[src/rtl/core/sil_pkg.sv]
// Shared types and codes for the sorted insert list block.
// No dependencies; imported by every module of the block.
`default_nettype none

package sil_pkg;

   typedef enum logic {
      OP_INSERT = 1'b0,
      OP_DUMP   = 1'b1
   } sil_op_type;

   typedef enum logic [1:0] {
      RSP_INSERTED   = 2'd0,
      RSP_FULL       = 2'd1,
      RSP_DUMP_ENTRY = 2'd2,
      RSP_DUMP_EMPTY = 2'd3
   } sil_status_type;

   typedef enum logic [1:0] {
      S_RUN  = 2'b01,
      S_DUMP = 2'b10
   } sil_state_type;

   // Head of the command queue as seen by the table.
   typedef struct packed {
      logic       valid;
      sil_op_type op;
   } sil_head_type;

endpackage

`default_nettype wire

[src/rtl/core/sil_queue.sv]
// Front end: two-entry command queue that takes request transactions.
// Depends on sil_pkg.
`default_nettype none

module sil_queue
   import sil_pkg::*;
#(
   parameter int NAME_BITS = 64
) (
   input  wire                   clock,
   input  wire                   reset,
   input  wire                   req_valid,
   output logic                  req_ready,
   input  wire                   req_operation,
   input  wire signed [31:0]     req_key,
   input  wire [NAME_BITS-1:0]   req_name_tag,
   output sil_head_type          head,
   output logic signed [31:0]    head_key,
   output logic [NAME_BITS-1:0]  head_name,
   input  wire                   pop
);

   localparam logic [1:0] SLOTS = 2'd2;

   sil_op_type               op_ff   [2];
   logic signed [31:0]       key_ff  [2];
   logic [NAME_BITS-1:0]     name_ff [2];
   logic                     wr_ptr_ff, wr_ptr_in;
   logic                     rd_ptr_ff, rd_ptr_in;
   logic [1:0]               fill_ff, fill_in;
   logic                     push;
   logic                     do_pop;

   assign req_ready = (fill_ff != SLOTS);
   assign push      = req_valid && req_ready;
   assign do_pop    = pop && (fill_ff != 2'd0);

   assign head.valid = (fill_ff != 2'd0);
   assign head.op    = op_ff[rd_ptr_ff];
   assign head_key   = key_ff[rd_ptr_ff];
   assign head_name  = name_ff[rd_ptr_ff];

   always_comb begin
      wr_ptr_in = push ? ~wr_ptr_ff : wr_ptr_ff;
      rd_ptr_in = do_pop ? ~rd_ptr_ff : rd_ptr_ff;
      fill_in   = fill_ff + {1'b0, push} - {1'b0, do_pop};
   end

   always_ff @(posedge clock) begin
      if (reset) begin
         wr_ptr_ff <= 1'b0;
         rd_ptr_ff <= 1'b0;
         fill_ff   <= 2'd0;
      end else begin
         wr_ptr_ff <= wr_ptr_in;
         rd_ptr_ff <= rd_ptr_in;
         fill_ff   <= fill_in;
      end
   end

   always_ff @(posedge clock) begin
      if (push) begin
         op_ff[wr_ptr_ff]   <= sil_op_type'(req_operation);
         key_ff[wr_ptr_ff]  <= req_key;
         name_ff[wr_ptr_ff] <= req_name_tag;
      end
   end

endmodule

`default_nettype wire

[src/rtl/core/sil_table.sv]
// Back end: sorted cell chain, dump sequencer and response register.
// Depends on sil_pkg; fed by sil_queue.
`default_nettype none

module sil_table
   import sil_pkg::*;
#(
   parameter int DEPTH     = 16,
   parameter int NAME_BITS = 64
) (
   input  wire                    clock,
   input  wire                    reset,
   input  sil_head_type           head,
   input  wire signed [31:0]      head_key,
   input  wire [NAME_BITS-1:0]    head_name,
   output logic                   pop,
   output logic                   rsp_valid,
   input  wire                    rsp_ready,
   output logic [1:0]             rsp_status,
   output logic signed [31:0]     rsp_out_key,
   output logic [NAME_BITS-1:0]   rsp_out_name_tag,
   output logic                   rsp_last
);

   localparam int IDX_W = (DEPTH > 1) ? $clog2(DEPTH) : 1;
   localparam int CNT_W = $clog2(DEPTH + 1);
   localparam logic [CNT_W-1:0] FULL_CNT = CNT_W'(DEPTH);

   logic signed [31:0]    keys_ff  [DEPTH];
   logic signed [31:0]    keys_in  [DEPTH];
   logic [NAME_BITS-1:0]  names_ff [DEPTH];
   logic [NAME_BITS-1:0]  names_in [DEPTH];
   logic [DEPTH-1:0]      after;
   logic                  lt0;

   logic [CNT_W-1:0]      count_ff, count_in;
   logic [IDX_W-1:0]      idx_ff, idx_in;
   sil_state_type         state_ff, state_in;

   logic                  rsp_valid_ff, rsp_valid_in;
   sil_status_type        rsp_status_ff, rsp_status_in;
   logic signed [31:0]    rsp_key_ff, rsp_key_in;
   logic [NAME_BITS-1:0]  rsp_name_ff, rsp_name_in;
   logic                  rsp_last_ff, rsp_last_in;

   logic                  can_load;
   logic                  ins_go;
   logic                  rd_last;

   // Cell chain: each cell decides locally whether it takes the new record,
   // takes its lower neighbor's record, or keeps its own.
   always_comb begin
      lt0 = (count_ff == '0) || (head_key < keys_ff[0]);
      for (int i = 0; i < DEPTH; i++) begin
         if (i == 0) begin
            after[i]    = lt0;
            keys_in[i]  = lt0 ? head_key : keys_ff[i];
            names_in[i] = lt0 ? head_name : names_ff[i];
         end else begin
            after[i] = lt0 || (CNT_W'(i) >= count_ff) || !(keys_ff[i] < head_key);
            if (after[i] && after[i-1]) begin
               keys_in[i]  = keys_ff[i-1];
               names_in[i] = names_ff[i-1];
            end else if (after[i]) begin
               keys_in[i]  = head_key;
               names_in[i] = head_name;
            end else begin
               keys_in[i]  = keys_ff[i];
               names_in[i] = names_ff[i];
            end
         end
      end
   end

   assign can_load = !rsp_valid_ff || rsp_ready;
   assign rd_last  = ((CNT_W'(idx_ff) + CNT_W'(1)) == count_ff);

   always_comb begin
      count_in      = count_ff;
      idx_in        = idx_ff;
      state_in      = state_ff;
      pop           = 1'b0;
      ins_go        = 1'b0;
      rsp_valid_in  = rsp_valid_ff && !rsp_ready;
      rsp_status_in = rsp_status_ff;
      rsp_key_in    = rsp_key_ff;
      rsp_name_in   = rsp_name_ff;
      rsp_last_in   = rsp_last_ff;
      unique case (state_ff)
         S_RUN: begin
            if (head.valid && can_load) begin
               rsp_valid_in = 1'b1;
               rsp_key_in   = '0;
               rsp_name_in  = '0;
               rsp_last_in  = 1'b1;
               pop          = 1'b1;
               if (head.op == OP_INSERT) begin
                  if (count_ff == FULL_CNT) begin
                     rsp_status_in = RSP_FULL;
                  end else begin
                     rsp_status_in = RSP_INSERTED;
                     ins_go        = 1'b1;
                     count_in      = count_ff + CNT_W'(1);
                  end
               end else if (count_ff == '0) begin
                  rsp_status_in = RSP_DUMP_EMPTY;
               end else begin
                  rsp_status_in = RSP_DUMP_ENTRY;
                  rsp_key_in    = keys_ff[idx_ff];
                  rsp_name_in   = names_ff[idx_ff];
                  rsp_last_in   = rd_last;
                  if (!rd_last) begin
                     pop      = 1'b0;
                     idx_in   = idx_ff + IDX_W'(1);
                     state_in = S_DUMP;
                  end
               end
            end
         end
         S_DUMP: begin
            if (can_load) begin
               rsp_valid_in  = 1'b1;
               rsp_status_in = RSP_DUMP_ENTRY;
               rsp_key_in    = keys_ff[idx_ff];
               rsp_name_in   = names_ff[idx_ff];
               rsp_last_in   = rd_last;
               if (rd_last) begin
                  pop      = 1'b1;
                  idx_in   = '0;
                  state_in = S_RUN;
               end else begin
                  idx_in = idx_ff + IDX_W'(1);
               end
            end
         end
         default: begin
            state_in = S_RUN;
         end
      endcase
   end

   always_ff @(posedge clock) begin
      if (reset) begin
         count_ff     <= '0;
         idx_ff       <= '0;
         state_ff     <= S_RUN;
         rsp_valid_ff <= 1'b0;
      end else begin
         count_ff     <= count_in;
         idx_ff       <= idx_in;
         state_ff     <= state_in;
         rsp_valid_ff <= rsp_valid_in;
      end
   end

   always_ff @(posedge clock) begin
      rsp_status_ff <= rsp_status_in;
      rsp_key_ff    <= rsp_key_in;
      rsp_name_ff   <= rsp_name_in;
      rsp_last_ff   <= rsp_last_in;
      if (ins_go) begin
         keys_ff  <= keys_in;
         names_ff <= names_in;
      end
   end

   assign rsp_valid        = rsp_valid_ff;
   assign rsp_status       = rsp_status_ff;
   assign rsp_out_key      = rsp_key_ff;
   assign rsp_out_name_tag = rsp_name_ff;
   assign rsp_last         = rsp_last_ff;

   a_count_bound: assert property (@(posedge clock) disable iff (reset)
      count_ff <= FULL_CNT)
      else $error("entry count above depth");

   a_dump_nonempty: assert property (@(posedge clock) disable iff (reset)
      (state_ff == S_DUMP) |-> (CNT_W'(idx_ff) < count_ff))
      else $error("dump index beyond stored entries");

   a_insert_grows: assert property (@(posedge clock) disable iff (reset)
      ins_go |=> (count_ff == $past(count_ff) + CNT_W'(1)))
      else $error("insert did not grow the table");

   a_dump_freezes: assert property (@(posedge clock) disable iff (reset)
      (state_ff == S_DUMP) |-> !ins_go)
      else $error("table written during dump");

endmodule

`default_nettype wire

[src/rtl/core/sorted_insert_list.sv]
// Sorted insert list: a bounded table of records kept in ascending key order.
// Request transactions carry an operation (insert or dump), a signed key and
// a name tag; response transactions carry status, key, name tag and a last
// flag. Both channels use valid/ready.
// An insert answers with one response (inserted or full). A dump answers
// with one response per stored record, in key order, last set on the final
// one; an empty table answers with a single empty response.
// Requests enter a two-entry queue; the table pops the head, shifts its cell
// chain and loads the response register. Inserts sustain one per cycle while
// the receiver is ready; a dump holds the table until its final record is
// loaded, set by the single response register emitting one record a cycle
// while the receiver is ready, and later requests wait in the queue.
// When the receiver stalls, the response register holds its transaction and
// the table waits; the queue still takes up to two requests.
// Reset empties the table, the queue and the response register; record
// contents are not cleared, and no clearing pass is needed.
// Depends on sil_pkg, sil_queue and sil_table.
`default_nettype none

module sorted_insert_list
   import sil_pkg::*;
#(
   parameter int DEPTH     = 16,
   parameter int NAME_BITS = 64
) (
   input  wire                    clock,
   input  wire                    reset,
   input  wire                    req_valid,
   output logic                   req_ready,
   input  wire                    req_operation,
   input  wire signed [31:0]      req_key,
   input  wire [NAME_BITS-1:0]    req_name_tag,
   output logic                   rsp_valid,
   input  wire                    rsp_ready,
   output logic [1:0]             rsp_status,
   output logic signed [31:0]     rsp_out_key,
   output logic [NAME_BITS-1:0]   rsp_out_name_tag,
   output logic                   rsp_last
);

   sil_head_type            head;
   logic signed [31:0]      head_key;
   logic [NAME_BITS-1:0]    head_name;
   logic                    pop;

   sil_queue #(
      .NAME_BITS (NAME_BITS)
   ) u_queue (
      .clock         (clock),
      .reset         (reset),
      .req_valid     (req_valid),
      .req_ready     (req_ready),
      .req_operation (req_operation),
      .req_key       (req_key),
      .req_name_tag  (req_name_tag),
      .head          (head),
      .head_key      (head_key),
      .head_name     (head_name),
      .pop           (pop)
   );

   sil_table #(
      .DEPTH     (DEPTH),
      .NAME_BITS (NAME_BITS)
   ) u_table (
      .clock            (clock),
      .reset            (reset),
      .head             (head),
      .head_key         (head_key),
      .head_name        (head_name),
      .pop              (pop),
      .rsp_valid        (rsp_valid),
      .rsp_ready        (rsp_ready),
      .rsp_status       (rsp_status),
      .rsp_out_key      (rsp_out_key),
      .rsp_out_name_tag (rsp_out_name_tag),
      .rsp_last         (rsp_last)
   );

endmodule

`default_nettype wire

[config.mk]
export PLATFORM = sky130hd
export DESIGN_NAME = sorted_insert_list
export DESIGN_NICKNAME = d
export VERILOG_FILES = /design/src/rtl/core/sil_pkg.sv /design/src/rtl/core/sil_queue.sv /design/src/rtl/core/sil_table.sv /design/src/rtl/core/sorted_insert_list.sv
export SDC_FILE = /design/constraint.sdc
export NUM_CORES = 2
export LEC_CHECK = 0
export BUFFER_PORTS_ARGS = -buffer_cell sky130_fd_sc_hd__buf_2
export CAP_MARGIN = 20
export CORE_MARGIN = 3
export CORE_UTILIZATION = 46
export DETAILED_ROUTE_END_ITERATION = 10
export GPL_ROUTABILITY_DRIVEN = 0
export PLACE_DENSITY_LB_ADDON = 0.05
export RECOVER_POWER = 50
export SYNTH_ARGS = -nofsm -noshare
export SYNTH_HDL_FRONTEND = slang
export SYNTH_SLANG_ARGS = --single-unit
[constraint.sdc]
create_clock -name clock -period 9.7 [get_ports clock]
set_input_delay 0.485 -clock clock [delete_from_list [all_inputs] [get_ports clock]]
set_output_delay 0.485 -clock clock [all_outputs]
set_load 0.03 [all_outputs]
==> summary.txt <==
Logic synthesis
  – Synth warn: 0
  – Syn_area_per_cell: 13.5 um2
  – Post-synthesis mux area share: 16.9%
  – Area contributors post-synth: edfxtp_1 (57%), mux4_2 (11%), ha_1 (6.6%)
  – Post-synth top area share: 57.5%
  – Synth Area in XOR/XNOR: 0.110%
  – Post-Syn Area: 0.0956 mm2
  – Sequential cell area fraction in the yosys report: 57.8%
  – Cell variety after synth: 77
  – Synth Net Count: 7694
  – Number of synthesized flops with an enable pin: 1829
  – Synth Area in Compound Gates: 8.72%
  – Most frequent cell after synthesis: edfxtp_1
  – Top FF cell, synth: edfxtp_1
  – Synth Area in Simple Gates: 7.01%
  – Largest family of logic cells by synthesized area: multiplexers
  – Post-Synth Adder-Cell Area: 6.60%
  – Cell taking the most area after synthesis: edfxtp_1
  – Syn Inst Count: 7089
  – Async set or reset register ratio after synthesis: 0%
  – Post-synth top cells: edfxtp_1 (1829), nand2_1 (826), o21ai_0 (807), ha_1 (504), a21oi_1 (492)
  – #FFs+latches synth: 1846

Hold path
  – Hold path cells: 4
  – Hold-critical path endpoint: u_queue.wr_ptr_ff
  – HP Start: req_valid
  – Worst hold path type: input port to flip-flop

STA
  – Final hold slack: 0.0208 ns
  – Period utilization: 86.8%
  – Fmax: 119 MHz
  – # setup viols final: 0
  – Slew headroom: -173%
  – Worst setup margin: 1.28 ns
  – Setup TNS: 0 ns
  – Slew @ Worst Pin: 4.07 ns
  – Final hold viol count: 0
  – RSZ-0062 raised after global routing: false
  – Clock skew: 0.0450 ns
  – Final Slew Violations: 1178
  – Min cycle time layout: 8.42 ns

Route
  – Via count: 63820
  – Mean number of vias per cell: 6.31
  – DRC viols: 0
  – DR WL/cell: 31.5 um
  – Starting DRC count in detailed routing: 7177
  – Post-Route WL: 319000 um
  – Drt pass-1 iters: 6
  – Post-route ant nets: 0

Clock network
  – Root Buffer: clkbuf_16
  – Clock Sink Count: 1846
  – # hold bufs at CTS: 98
  – Worst-Skew Late Latency: 0.87 ns
  – Reg clk slew, reported paths: 0.06 ns
  – Max Buffers Root-to-Sink: 3
  – CTS tree: done
  – # resized after CTS: 0
  – Inserted Clock Buffers: 203
  – # Post-CTS Setup Buffers: 0
  – CTS HTree Levels: 4

Finish
  – Final net count: 7865
  – Area growth, synth to finish: 12.2%
  – Layout cell share with drive strength beyond 1: 17.9%
  – Final Instance Count excl. Fillers: 10120

Die
  – Die height: 462 um
  – # rows: 166
  – Die X: 462 um
  – Initial core utilization: 46.5%
  – Core Area: 0.206 mm2
  – Boundary pin count: 202
  – Die ar.: 0.213 mm2

Critical path
  – Critical path class: flip-flop to flip-flop
  – Crit path DAT: 8.83 ns
  – Reg2reg setup slack: 1.28 ns
  – Reg2Reg Depth: 12
  – FF-to-FF End: u_table.keys_ff[493]
  – WP data required: 10.12 ns
  – Element type at the critical path end: flip-flop
  – CP max FO: 31
  – CP startpoint kind: flip-flop

Global routing
  – GR Util All Layers: 29.7%
  – Grt ovf: 0
  – Largest net degree at the start of global routing: 173
  – First-pass GRT wire length: 458000 um
  – Vias in the first global route: 62754
  – Antenna violations before repair: 11

Run status
  – Run status: complete, but fails checks
  – Failing checks: capacitance limit, slew limit

Power and ir drop
  – Pwr dens: 300 mW/mm2
  – Total power: 32.2 mW
  – Leak: 38.0 nW
  – Peak VDD IR: 0.211 mV

Placement
  – Post-DP HPWL: 191000 um
  – Dpl ws: 2.50 ns
  – Placed cells: 9643
  – Buffers on Ports: 201

Flow run
  – Max Cap Violations: 25
[metrics by stage]
| step | util, % | cell area, um2 |
|---|---|---|
| 2_1_floorplan | - | 95600 |
| 3_3_place_gp | 48.8 | 100000 |
| 3_5_place_dp | 48.8 | 100000 |
| 4_1_cts | 52.5 | 108000 |
| 5_1_grt | 52.2 | 107000 |
| 6_report | 52.2 | 107000 |
[cells by family (layout without fill, tap and decap cells)]
logic type                 count (synthesis)  after routing
adders and majority gates                504            504
AOI/OAI and AO/OA                       1528           1528
and+or+nand+nor                         1567           1567
DFF                                     1846           1846
xor gates and xnor gates                  12             12
muxes                                    968            968
buffers and inverters                    664           1005
other                                      0              2
[area by class of cell]
type / instances / area, um2
antenna: 2 / 5.00
clock buffer: 245 / 5240
clock inverter: 130 / 1420
fill: 17509 / 98400
inverter: 156 / 587
multi-input combinational: 4579 / 38100
sequential: 1846 / 55300
tap: 2688 / 3360
timing repair buffer: 474 / 3200
[per-layer routing]
layer / routed length (um) / track usage, %
met1: 136000 / 42.3
met2: 147000 / 47.1
met3: 24600 / 4.84
met4: 10600 / 8.98
met5: 21 / 0
[report_power, final]
| group | total [mW] | switching, mW | internal [mW] |
|---|---|---|---|
| Clock | 7.85 | 3.36 | 4.50 |
| Combinational | 10.7 | 7.06 | 3.61 |
| Sequential | 13.6 | 1.39 | 12.2 |
| Total | 32.2 | 11.8 | 20.3 |
[worst max-delay path by stage]
stage              start                     to
4_1_cts        flip-flop  u_table.names_ff[460]
3_5_place_dp   flip-flop   u_table.keys_ff[249]
3_3_place_gp   flip-flop  u_table.names_ff[797]
5_1_grt        flip-flop   u_table.keys_ff[436]
6_report       flip-flop   u_table.keys_ff[493]
2_1_floorplan  flip-flop   u_table.keys_ff[224]
[sequential cells by signal (all words and copies together), names as in the netlist, named ones only]
name / cells
u_table.rsp_status: 2
u_table.rsp_out_key: 32
u_table.rsp_valid: 1
u_table.rsp_out_name_tag: 64
u_queue.key_ff: 64
u_table.rsp_last: 1
u_table.state_ff: 2
u_table.keys_ff: 512
u_queue.op_ff: 2
u_queue.fill_ff: 2
u_queue.rd_ptr_ff: 1
u_table.count_ff: 5
u_queue.name_ff: 128
u_table.idx_ff: 4
u_table.names_ff: 1024
u_queue.wr_ptr_ff: 1
[critical path, stage by stage (launching register included)]
cell and delay [ns]:
dfxtp_1 1.75, buf_12 0.43, mux2i_4 0.29, buf_4 0.36, inv_1 0.24, ha_1 0.48, and3_1 0.29, a221oi_1 0.76
o21a_1 0.21, o21ai_1 0.16, o311a_1 0.70, nor2_4 0.70, clkbuf_1 1.48
[placed cells by master, fill, tap and decap left out, types with 16 or more instances in the layout]
master	instances
mux2_2	348
nor2b_1	114
o21ai_0	804
dlygate4sd3_1	98
mux2i_4	19
clkinv_2	43
nor3_1	35
buf_12	30
a21oi_1	489
o211ai_1	17
clkbuf_1	280
clkbuf_16	203
mux4_2	480
buf_4	72
a21o_1	69
mux2i_1	73
ha_1	504
nand2_1	826
nand3_1	39
nand4_1	71
bufinv_16	24
clkinv_1	42
a211oi_1	16
nor2_1	393
inv_1	155
edfxtp_1	1829
mux2_1	42
buf_2	27
No activity file was read; power rests on OpenSTA's default activity.
